[config.mk]
export PLATFORM = sky130hd
export DESIGN_NAME = uart_tx_rx_ring_buffers_unit
export DESIGN_NICKNAME = d
export VERILOG_FILES = /design/src/rtl/core/uartrb_pkg.sv /design/src/rtl/core/uart_tx_rx_ring_buffers_unit.sv
export SDC_FILE = /design/constraint.sdc
export NUM_CORES = 1
export LEC_CHECK = 0
export ABC_AREA = 1
export BUFFER_PORTS_ARGS = -buffer_cell sky130_fd_sc_hd__buf_2
export CORE_MARGIN = 8
export CORE_UTILIZATION = 51
export CTS_CLUSTER_DIAMETER = 80
export CTS_CLUSTER_SIZE = 28
export DETAILED_ROUTE_END_ITERATION = 12
export PLACE_DENSITY = 0.8
export SLEW_MARGIN = 20
export SYNTH_ARGS = -nofsm -noshare
export SYNTH_HDL_FRONTEND = slang
export SYNTH_SLANG_ARGS = --single-unit
[constraint.sdc]
create_clock -name clk -period 2.7 [get_ports clk]
set_input_delay 0.675 -clock clk [delete_from_list [all_inputs] [get_ports clk]]
set_output_delay 0.675 -clock clk [all_outputs]
set_load 0.03 [all_outputs]
[src/rtl/core/uartrb_pkg.sv]
// ----------------------------------------------------------------------------
// uartrb_pkg
// Types and constants shared by the serial port ring buffer unit.
// ----------------------------------------------------------------------------
package uartrb_pkg;

  localparam int unsigned BYTE_W  = 8;
  localparam int unsigned LEVEL_W = 5;

  typedef enum logic [1:0] {
    OP_WRITE = 2'd0,
    OP_READ  = 2'd1,
    OP_EVENT = 2'd2
  } uartrb_op_t;

  typedef struct packed {
    logic               write_accepted;
    logic               read_valid;
    logic               send_valid;
    logic               rx_dropped;
    logic               tx_irq_on;
    logic               rx_available;
    logic [LEVEL_W-1:0] tx_level;
    logic [LEVEL_W-1:0] rx_level;
  } uartrb_status_t;

endpackage

[src/rtl/core/uart_tx_rx_ring_buffers_unit.sv]
// ----------------------------------------------------------------------------
// uart_tx_rx_ring_buffers_unit
// Transmit and receive byte rings between software and a serial port.
// ----------------------------------------------------------------------------
// Each transaction (software write, software read or port interrupt event) is
// taken when in_valid and in_ready are high, and its result passes through
// the pending register into the output register. A new transaction can be
// taken every cycle while the output side keeps up; the rate is set by the
// single read port of each ring memory, which is read at the take index on
// the accepting edge, with pointers, fill counts and the transmit interrupt
// enable updated on that same edge. Ring memories need no clearing after
// reset: the fill counts mask every entry that has not been written.
module uart_tx_rx_ring_buffers_unit
  import uartrb_pkg::*;
#(
  parameter int unsigned RING_DEPTH = 16
) (
  input  logic               clk,
  input  logic               rst_n,

  input  logic               in_valid,
  output logic               in_ready,
  input  logic [1:0]         in_operation,
  input  logic [BYTE_W-1:0]  in_write_byte,
  input  logic               in_rx_ready,
  input  logic [BYTE_W-1:0]  in_rx_byte,
  input  logic               in_tx_empty,

  output logic               out_valid,
  input  logic               out_ready,
  output logic               out_write_accepted,
  output logic               out_read_valid,
  output logic [BYTE_W-1:0]  out_read_byte,
  output logic               out_send_valid,
  output logic [BYTE_W-1:0]  out_send_byte,
  output logic               out_rx_dropped,
  output logic               out_tx_irq_on,
  output logic               out_rx_available,
  output logic [LEVEL_W-1:0] out_tx_level,
  output logic [LEVEL_W-1:0] out_rx_level
);

  localparam int unsigned AW = $clog2(RING_DEPTH);
  localparam int unsigned FW = $clog2(RING_DEPTH + 1);
  localparam logic [AW-1:0] LAST_SLOT = AW'(RING_DEPTH - 1);
  localparam logic [FW-1:0] FULL_FILL = FW'(RING_DEPTH);

  logic [BYTE_W-1:0] tx_mem [RING_DEPTH];
  logic [BYTE_W-1:0] rx_mem [RING_DEPTH];

  logic [AW-1:0] tx_put_r, tx_put_nxt, tx_take_r, tx_take_nxt;
  logic [AW-1:0] rx_put_r, rx_put_nxt, rx_take_r, rx_take_nxt;
  logic [FW-1:0] tx_fill_r, tx_fill_nxt, rx_fill_r, rx_fill_nxt;
  logic          tx_irq_r, tx_irq_nxt;

  logic          tx_wr_en, rx_wr_en;
  logic [BYTE_W-1:0] tx_rd_r, rx_rd_r;

  logic           pend_r;
  uartrb_status_t pend_stat_r, stat_nxt;
  logic           out_valid_r;
  uartrb_status_t out_stat_r;
  logic [BYTE_W-1:0] out_read_byte_r, out_send_byte_r;

  logic          in_fire, move;
  uartrb_op_t    op;
  logic [31:0]   tx_fill_ext, rx_fill_ext;

  function automatic logic [AW-1:0] next_slot(input logic [AW-1:0] idx);
    return (idx == LAST_SLOT) ? '0 : idx + AW'(1);
  endfunction

  assign move     = pend_r && (!out_valid_r || out_ready);
  assign in_ready = !pend_r || move;
  assign in_fire  = in_valid && in_ready;
  assign op       = uartrb_op_t'(in_operation);

  always_comb begin
    tx_put_nxt  = tx_put_r;
    tx_take_nxt = tx_take_r;
    tx_fill_nxt = tx_fill_r;
    rx_put_nxt  = rx_put_r;
    rx_take_nxt = rx_take_r;
    rx_fill_nxt = rx_fill_r;
    tx_irq_nxt  = tx_irq_r;
    tx_wr_en    = 1'b0;
    rx_wr_en    = 1'b0;
    stat_nxt    = '0;
    unique case (op)
      OP_WRITE: begin
        if (tx_fill_r != FULL_FILL) begin
          tx_wr_en                = 1'b1;
          tx_put_nxt              = next_slot(tx_put_r);
          tx_fill_nxt             = tx_fill_r + FW'(1);
          tx_irq_nxt              = 1'b1;
          stat_nxt.write_accepted = 1'b1;
        end
      end
      OP_READ: begin
        if (rx_fill_r != '0) begin
          rx_take_nxt         = next_slot(rx_take_r);
          rx_fill_nxt         = rx_fill_r - FW'(1);
          stat_nxt.read_valid = 1'b1;
        end
      end
      OP_EVENT: begin
        if (in_rx_ready) begin
          if (rx_fill_r != FULL_FILL) begin
            rx_wr_en    = 1'b1;
            rx_put_nxt  = next_slot(rx_put_r);
            rx_fill_nxt = rx_fill_r + FW'(1);
          end else begin
            stat_nxt.rx_dropped = 1'b1;
          end
        end
        if (in_tx_empty && tx_irq_r) begin
          if (tx_fill_r != '0) begin
            tx_take_nxt         = next_slot(tx_take_r);
            tx_fill_nxt         = tx_fill_r - FW'(1);
            stat_nxt.send_valid = 1'b1;
          end else begin
            tx_irq_nxt = 1'b0;
          end
        end
      end
      default: begin
      end
    endcase
    tx_fill_ext           = 32'(tx_fill_nxt);
    rx_fill_ext           = 32'(rx_fill_nxt);
    stat_nxt.tx_irq_on    = tx_irq_nxt;
    stat_nxt.rx_available = (rx_fill_nxt != '0);
    stat_nxt.tx_level     = tx_fill_ext[LEVEL_W-1:0];
    stat_nxt.rx_level     = rx_fill_ext[LEVEL_W-1:0];
  end

  always_ff @(posedge clk) begin
    if (in_fire) begin
      tx_rd_r <= tx_mem[tx_take_r];
      rx_rd_r <= rx_mem[rx_take_r];
      if (tx_wr_en) begin
        tx_mem[tx_put_r] <= in_write_byte;
      end
      if (rx_wr_en) begin
        rx_mem[rx_put_r] <= in_rx_byte;
      end
    end
  end

  always_ff @(posedge clk) begin
    if (!rst_n) begin
      tx_put_r  <= '0;
      tx_take_r <= '0;
      tx_fill_r <= '0;
      rx_put_r  <= '0;
      rx_take_r <= '0;
      rx_fill_r <= '0;
      tx_irq_r  <= 1'b0;
    end else if (in_fire) begin
      tx_put_r  <= tx_put_nxt;
      tx_take_r <= tx_take_nxt;
      tx_fill_r <= tx_fill_nxt;
      rx_put_r  <= rx_put_nxt;
      rx_take_r <= rx_take_nxt;
      rx_fill_r <= rx_fill_nxt;
      tx_irq_r  <= tx_irq_nxt;
    end
  end

  always_ff @(posedge clk) begin
    if (!rst_n) begin
      pend_r      <= 1'b0;
      out_valid_r <= 1'b0;
    end else begin
      if (in_fire) begin
        pend_r <= 1'b1;
      end else if (move) begin
        pend_r <= 1'b0;
      end
      if (move) begin
        out_valid_r <= 1'b1;
      end else if (out_ready) begin
        out_valid_r <= 1'b0;
      end
    end
  end

  always_ff @(posedge clk) begin
    if (in_fire) begin
      pend_stat_r <= stat_nxt;
    end
    if (move) begin
      out_stat_r      <= pend_stat_r;
      out_read_byte_r <= pend_stat_r.read_valid ? rx_rd_r : '0;
      out_send_byte_r <= pend_stat_r.send_valid ? tx_rd_r : '0;
    end
  end

  assign out_valid          = out_valid_r;
  assign out_write_accepted = out_stat_r.write_accepted;
  assign out_read_valid     = out_stat_r.read_valid;
  assign out_read_byte      = out_read_byte_r;
  assign out_send_valid     = out_stat_r.send_valid;
  assign out_send_byte      = out_send_byte_r;
  assign out_rx_dropped     = out_stat_r.rx_dropped;
  assign out_tx_irq_on      = out_stat_r.tx_irq_on;
  assign out_rx_available   = out_stat_r.rx_available;
  assign out_tx_level       = out_stat_r.tx_level;
  assign out_rx_level       = out_stat_r.rx_level;

  a_fill_bound: assert property (@(posedge clk) disable iff (!rst_n)
    (tx_fill_r <= FULL_FILL) && (rx_fill_r <= FULL_FILL))
    else $error("ring fill count beyond depth");

  a_tx_empty_ptr: assert property (@(posedge clk) disable iff (!rst_n)
    (tx_fill_r == '0) |-> (tx_put_r == tx_take_r))
    else $error("transmit ring empty with pointers apart");

  a_rx_empty_ptr: assert property (@(posedge clk) disable iff (!rst_n)
    (rx_fill_r == '0) |-> (rx_put_r == rx_take_r))
    else $error("receive ring empty with pointers apart");

  a_pend_held: assert property (@(posedge clk) disable iff (!rst_n)
    (pend_r && !move) |=> pend_r)
    else $error("pending transaction lost");

endmodule
======== After elaboration in Yosys (flattened, before gate mapping) ========
Memory sizes are Yosys's and may differ from the RTL's. A register that Yosys moved wholly into a read port is not among the register bits.
Cells that the tools add are included.
storage, ports and cells
  register bits ........................... 77
  bits in latches ......................... 0
  RAM bits ................................ 256
  memory bits (read-only) ................. 0
  input bits .............................. 24
  logic and storage cells ................. 98
  memories ................................ 2
operators by class
  add/sub/neg operators ................... 8
  multipliers ............................. 0
  div/mod/pow operators ................... 0
  $lt $le $gt $ge ......................... 0
  eq/ne operators ......................... 8
  shift-type cells ........................ 0
  muxes and demuxes ....................... 34
  bitwise logic cells ..................... 0
  reduce and logical (&&, ||, !) cells .... 19
memory list
  memory  depth  width  read ports  clocked after Yosys merged registers in  write ports  line                                RTL
  rx_mem  16     8      1           1                                        1            uart_tx_rx_ring_buffers_unit.sv:49  logic [BYTE_W-1:0] rx_mem [RING_DEPTH];
  tx_mem  16     8      1           1                                        1            uart_tx_rx_ring_buffers_unit.sv:48  logic [BYTE_W-1:0] tx_mem [RING_DEPTH];
operators by type and width
  operator                                             count
  two-way mux 5 bit                                    6
  two-way mux 1 bit                                    21
  case mux 5 bit (2 select lines)                      2
  adder 4 x 1 -> 4 bit, second input constant          4
  equality test 4 bit, second input constant           4
  two-way mux 4 bit                                    4
  nonzero test 5 bit                                   3
  adder 5 x 1 -> 5 bit, second input constant          2
  inequality test 5 bit, second input constant         2
  subtractor 5 x 1 -> 5 bit, second input constant     2
  AND reduction 4 bit                                  2
  AND reduction 3 bit                                  2
  AND reduction 2 bit                                  2
  nonzero test 2 bit                                   2
  logical AND 1 bit                                    3
  equality test 2 x 1 -> 1 bit, second input constant  1
  equality test 2 bit, second input constant           1
  zero test 1 bit                                      2
  zero test 2 bit                                      1
  logical OR 1 bit                                     2
  case mux 1 bit (2 select lines)                      1

======== Logic depth before layout (Yosys ltp) ========
  depth after elaboration ................. 7
  gate-level depth with buffers ........... 12
  gate-level depth less buffers ........... 12

======== Worst setup path before layout ========
No wires, ideal clock.
  path type ............................... input -> register
  from .................................... in out_ready
  to ...................................... reg out_read_byte_r[0] (netlist: out_read_byte[0]), enable pin
  library setup time ...................... 0.432 ns
  arrival time ............................ 2.317 ns
  data required time ...................... 2.268 ns
  slack ................................... -0.049 ns
  cell stages on the path ................. 2
  buffers on the path ..................... 0
  cells stage by stage .................... inv_1 a21oi_1
between the ends
  word-level cells in the longest chain between the ends .. 2
ends and longest elaborated chain
  item                    line                                 RTL
  start: declaration      uart_tx_rx_ring_buffers_unit.sv:30   input logic out_ready,
  logical OR 1 bit        uart_tx_rx_ring_buffers_unit.sv:73   assign move = pend_r && (!out_valid_r || out_ready);
  logical AND 1 bit       uart_tx_rx_ring_buffers_unit.sv:73
  named net move          uart_tx_rx_ring_buffers_unit.sv:65   logic in_fire, move;
  end signal: assignment  uart_tx_rx_ring_buffers_unit.sv:194  out_read_byte_r <= pend_stat_r.read_valid ? rx_rd_r : '0;
  end: declaration        uart_tx_rx_ring_buffers_unit.sv:63   logic [BYTE_W-1:0] out_read_byte_r, out_send_byte_r;
The timed path passes the listed nets, and every way through them passes these cells.
A chain may end at the register's enable or synchronous reset.

======== Worst setup path after layout ========
  from .................................... reg tx_fill_r[0]
  to ...................................... mem tx_mem[12][1], enable pin
between the ends
  word-level cells in the longest chain between the ends .. 6
ends and longest elaborated chain
  item                                     line                                 RTL
  start: declaration                       uart_tx_rx_ring_buffers_unit.sv:53   logic [FW-1:0] tx_fill_r, tx_fill_nxt, rx_fill_r, rx_fill_nxt;
  start signal: assignment                 uart_tx_rx_ring_buffers_unit.sv:162  tx_fill_r <= tx_fill_nxt;
  inequality test 5 bit                    uart_tx_rx_ring_buffers_unit.sv:91   if (tx_fill_r != FULL_FILL) begin
  two-way mux 1 bit                        uart_tx_rx_ring_buffers_unit.sv:91
  two-way mux 1 bit                        uart_tx_rx_ring_buffers_unit.sv:89   unique case (op)
  two-way mux 1 bit                        uart_tx_rx_ring_buffers_unit.sv:141  if (tx_wr_en) begin
  two-way mux 1 bit                        uart_tx_rx_ring_buffers_unit.sv:138  if (in_fire) begin
  two-way mux 1 bit (implied by the code)  uart_tx_rx_ring_buffers_unit.sv:142  tx_mem[tx_put_r] <= in_write_byte;
  end: declaration                         uart_tx_rx_ring_buffers_unit.sv:48
No other way between the ends.

==> results by stage <==
Status:
- The run finished with clean final reports.

Final layout:
- The final antenna diode count is 0.
- Leaving out fill and tap cells, the most frequent cells in the layout are sky130_fd_sc_hd__edfxtp_1, sky130_fd_sc_hd__nor2_1, sky130_fd_sc_hd__o21ai_0, sky130_fd_sc_hd__nand2_1, sky130_fd_sc_hd__nand3_1.
- The net count of the finished layout is 1,292.
- Cells with a size suffix above 1 make up 13.2% of the layout.
- Leaving out fill and tap cells, the most frequent cell in the layout is sky130_fd_sc_hd__edfxtp_1.
- Compared with the post-synthesis result, the final layout area differs by 9.25%.

Clock network:
- The later-pin clock latency in the skew report is 0.52 ns.
- The maximum level of the CTS H-tree is 1.
- After clock tree synthesis, the clock-pin slew on the worst setup and hold paths is 0.11 ns.
- The number of instances resized during post-cts repair is 0.
- The library cell used as clock root buffer is sky130_fd_sc_hd__clkbuf_16.
- The maximum buffer depth of the clock tree is 3.
- Hold repair after CTS inserted 0 buffers.
- The number of setup buffers added after CTS is 0.
- TritonCTS built the clock tree.
- Buffers inserted during clock tree synthesis total 17.
- The count of clock tree sinks is 349.

Logic synthesis:
- The area of the mapped netlist is 0.0143 mm².
- The share of synthesized area in the top cell type comes to 67.3%.
- The largest area contributor in the synthesized netlist is sky130_fd_sc_hd__edfxtp_1.
- The number of flip-flops and latches in the synthesized netlist is 349.
- The Yosys warning count is 0.
- The number of library cell types mapped by synthesis is 34.
- Ranked by total cell area, the synthesized netlist is headed by sky130_fd_sc_hd__edfxtp_1, sky130_fd_sc_hd__nor2_1, sky130_fd_sc_hd__o21ai_0.
- The average instance in the mapped netlist occupies 12.0 µm².
- The gate count after technology mapping is 1,186.
- Summing the sequential cell areas from Yosys gives 71.4% of the chip area.
- The total nets after synthesis is 1,227.

Worst setup path:
- For the worst flop-to-flop path, the logic depth is 10.
- The critical path is of the reg -> reg type.
- In this run the critical register-to-register path is captured at tx_mem[12][1]$_DFFE_PP_.
- The largest individual stage delay along the critical path comes from the cell sky130_fd_sc_hd__dfxtp_1.
- The most common cell type on the critical path is sky130_fd_sc_hd__nand2_2.
- The required arrival time at the worst endpoint is 2.95 ns.
- The biggest fanout along the worst timing path is 8.
- In this run the critical register-to-register path is launched from tx_fill_r[0]$_SDFFE_PN0P_.
- The critical path goes through inv_1 > ha_1 > nand3_2 > inv_2 > nand2_2 > nand2_2 > nor2_4 > nand2_1 > nor2_1 > buf_4.
- The stage delay of the slowest cell on the critical path is 0.48 ns.
- STA classifies the critical path startpoint as a flop.
- The critical path data arrival time is 2.42 ns.
- In this run the register-to-register setup slack is 0.52 ns.
- The endpoint class of the critical path is a flop.

Floorplan:
- The die is 183 µm wide.
- The number of core rows is 61.
- Pin placement for this block handled 58 I/O pins.
- The floorplan step defined a die boundary enclosing 0.0336 mm².
- The core area is 0.0277 mm².
- The starting density of the core is 51.5%.
- In this run the vertical extent of the chip is 183 µm.

Detailed routing:
- After detailed routing, the number of remaining DRC violations is 0.
- After detailed routing, the number of vias per cell comes to 5.62.
- The count of nets left with antenna violations once routing finished came out at 0.
- The final layout contains routed wiring with a total length of 30.6 mm.
- The average wire per cell in the routed design is 18.6 µm.
- Summing over every cut layer, the via total after detailed routing is 9,213.
- The first routing iteration left 1,032 violations.
- The first-pass iteration count of the detailed router is 5.

Min path:
- The worst hold path begins at pend_stat_r[6]$_DFFE_PP_.
- The path with the worst hold slack has its endpoint at out_tx_level[1]$_DFFE_PP_.
- The worst hold path passes through 0 cells.
- The classification of the worst-slack hold path is reg -> reg.

STA:
- The top achievable clock speed is 460 MHz.
- The final-report hold violation count is 0.
- Setup total negative slack on the finished layout was measured at 0 ns.
- The number of max-slew violations in the final report is 0.
- The relative slew slack is 32.7%.
- Setup repair after global routing left no endpoint under its margin.
- For the finished layout, the period the worst path requires is 2.18 ns.
- Setup violations remaining at the end of the flow were counted as 0.
- At the pin with the least slew margin, the transition time is 1.01 ns.
- The clock arrives with 0.0304 ns of skew.
- On the final layout, the worst hold slack is 0.429 ns.
- The final critical path takes up 80.6% of the cycle.

Placed design:
- The placer's final routability congestion estimate is 0.887.
- Once detailed placement completed, the half-perimeter wirelength came to 20.2 mm.
- Input and output buffers added on the ports amount to 57.

Flow run:
- Across the run, the number of max-cap violations was 0.

Global routing:
- The number of global-route vias before repair is 8,946.
- Entering global routing, the biggest net connects 68 pins.
- Global routing used 18.0% of the available tracks across all layers.
- The global-route wire length before repair is 47.7 mm.
- The number of antenna violations at the first check in global routing is 0.
- The remaining global-route overflow is 0.

Power and ir drop:
- The leakage power of the design is 0.00565 µW.
- The power per cell area is 613 mW/mm².
- The worst-case IR drop observed on VDD is 0.464 mV.
## how the worst max path moves through the flow
stage / from / to / slack, ns / cells past startpoint
2_1_floorplan: out_ready / tx_mem[15][0]$_DFFE_PP_ / 0.40 / 7
3_3_place_gp: in_operation[0] / rx_mem[2][0]$_DFFE_PP_ / 0.23 / 12
3_5_place_dp: in_operation[0] / rx_mem[5][3]$_DFFE_PP_ / 0.18 / 12
4_1_cts: tx_fill_r[0]$_SDFFE_PN0P_ / tx_mem[12][2]$_DFFE_PP_ / 0.52 / 10
5_1_grt: tx_fill_r[0]$_SDFFE_PN0P_ / tx_mem[0][3]$_DFFE_PP_ / 0.35 / 10
6_report: tx_fill_r[0]$_SDFFE_PN0P_ / tx_mem[12][1]$_DFFE_PP_ / 0.52 / 10
## Yosys cell counts
| cell | count |
|---|---|
| sky130_fd_sc_hd__edfxtp_1 | 320 |
| sky130_fd_sc_hd__nor2_1 | 202 |
| sky130_fd_sc_hd__o21ai_0 | 140 |
| sky130_fd_sc_hd__nand2_1 | 131 |
| sky130_fd_sc_hd__nand3_1 | 70 |
| sky130_fd_sc_hd__inv_1 | 66 |
| sky130_fd_sc_hd__o22ai_1 | 32 |
| sky130_fd_sc_hd__dfxtp_1 | 29 |
| sky130_fd_sc_hd__a21oi_1 | 26 |
| sky130_fd_sc_hd__buf_2 | 26 |
| sky130_fd_sc_hd__clkbuf_1 | 20 |
| sky130_fd_sc_hd__o211ai_1 | 18 |
| sky130_fd_sc_hd__ha_1 | 17 |
| sky130_fd_sc_hd__o221ai_1 | 14 |
| sky130_fd_sc_hd__inv_2 | 12 |
| sky130_fd_sc_hd__nand2_2 | 9 |
| sky130_fd_sc_hd__nand3_2 | 7 |
| sky130_fd_sc_hd__nand4_1 | 6 |
| sky130_fd_sc_hd__o21ai_1 | 6 |
| sky130_fd_sc_hd__xor2_1 | 5 |
| sky130_fd_sc_hd__buf_6 | 4 |
| sky130_fd_sc_hd__nand2_4 | 4 |
| sky130_fd_sc_hd__buf_4 | 3 |
| sky130_fd_sc_hd__clkinv_1 | 3 |
| sky130_fd_sc_hd__nor2_4 | 3 |
| sky130_fd_sc_hd__nor3_1 | 3 |
| sky130_fd_sc_hd__a21oi_2 | 2 |
| sky130_fd_sc_hd__nor2_2 | 2 |
| sky130_fd_sc_hd__clkbuf_2 | 1 |
| sky130_fd_sc_hd__clkbuf_8 | 1 |
| sky130_fd_sc_hd__inv_4 | 1 |
| sky130_fd_sc_hd__nand3b_1 | 1 |
| sky130_fd_sc_hd__o21a_1 | 1 |
| sky130_fd_sc_hd__or2_4 | 1 |
## registers in the layout (all words and copies together) (netlist names), 4 cells and up
register       flops
rx_put_r           4
rx_fill_r          5
out_read_byte      8
rx_mem           128
out_send_byte      8
tx_take_r          4
tx_fill_r          5
out_tx_level       5
rx_rd_r            8
pend_stat_r       16
out_rx_level       5
rx_take_r          4
tx_rd_r            8
tx_put_r           4
tx_mem           128
## power by group
group | internal (µW) | leakage [µW] | switching (µW) | total, µW
logic | 166 | 0.00223 | 453 | 620
clock network | 1230 | 0.000247 | 1660 | 2890
registers | 6000 | 0.00316 | 52.1 | 6050
## kinds of logic (layout without fill, tap and decap cells)
group / count (synthesis) / in the layout / share of synthesized area [%]
compound gates: 239 / 239 / 9.41
xor+xnor: 5 / 5 / 0.307
fa+ha+maj: 17 / 17 / 1.49
buf+inv: 137 / 213 / 4.21
flops: 349 / 349 / 71.4
simple gates: 439 / 439 / 13.2
## cell type report
type                            count  area [µm²]
Inverter                           82         310
Clock inverter                      6        58.8
Timing Repair Buffer              101         616
Clock buffer                       24         452
Multi-Input combinational cell    700        3500
Tap cell                          378         473
Sequential cell                   349       10200
Fill cell                        2198       12100
## stage by stage
stage | setup slack [ns] | instance area [µm²] | power [µW] | instances | utilization (%)
6_report | 0.524 | 15600 | 9560 | 1640 | 56.3
3_3_place_gp | 0.232 | 15100 | 6770 | 1610 | 54.5
3_5_place_dp | 0.181 | 15100 | 6790 | 1610 | 54.5
5_1_grt | 0.350 | 15600 | 9830 | 1640 | 56.3
4_1_cts | 0.524 | 15600 | 9590 | 1640 | 56.3
2_1_floorplan | 0.403 | 14300 | 6560 | 1186 | -
## critical path: cells and delay by family (launching register included)
family	cells	cell delay, ns
flops	1	0.48
fa+ha+maj	1	0.25
simple gates	6	0.81
buf+inv	3	0.35
## metal layers
metal,up-vias,share of wire [%],track usage (%)
met1,4421,39,22.0
met5,-,0,0
met4,0,2.8,5.82
met2,405,52,32.6
li1,4318,-,-
met3,69,6.6,2.28
(Power assumes the default switching activity.)
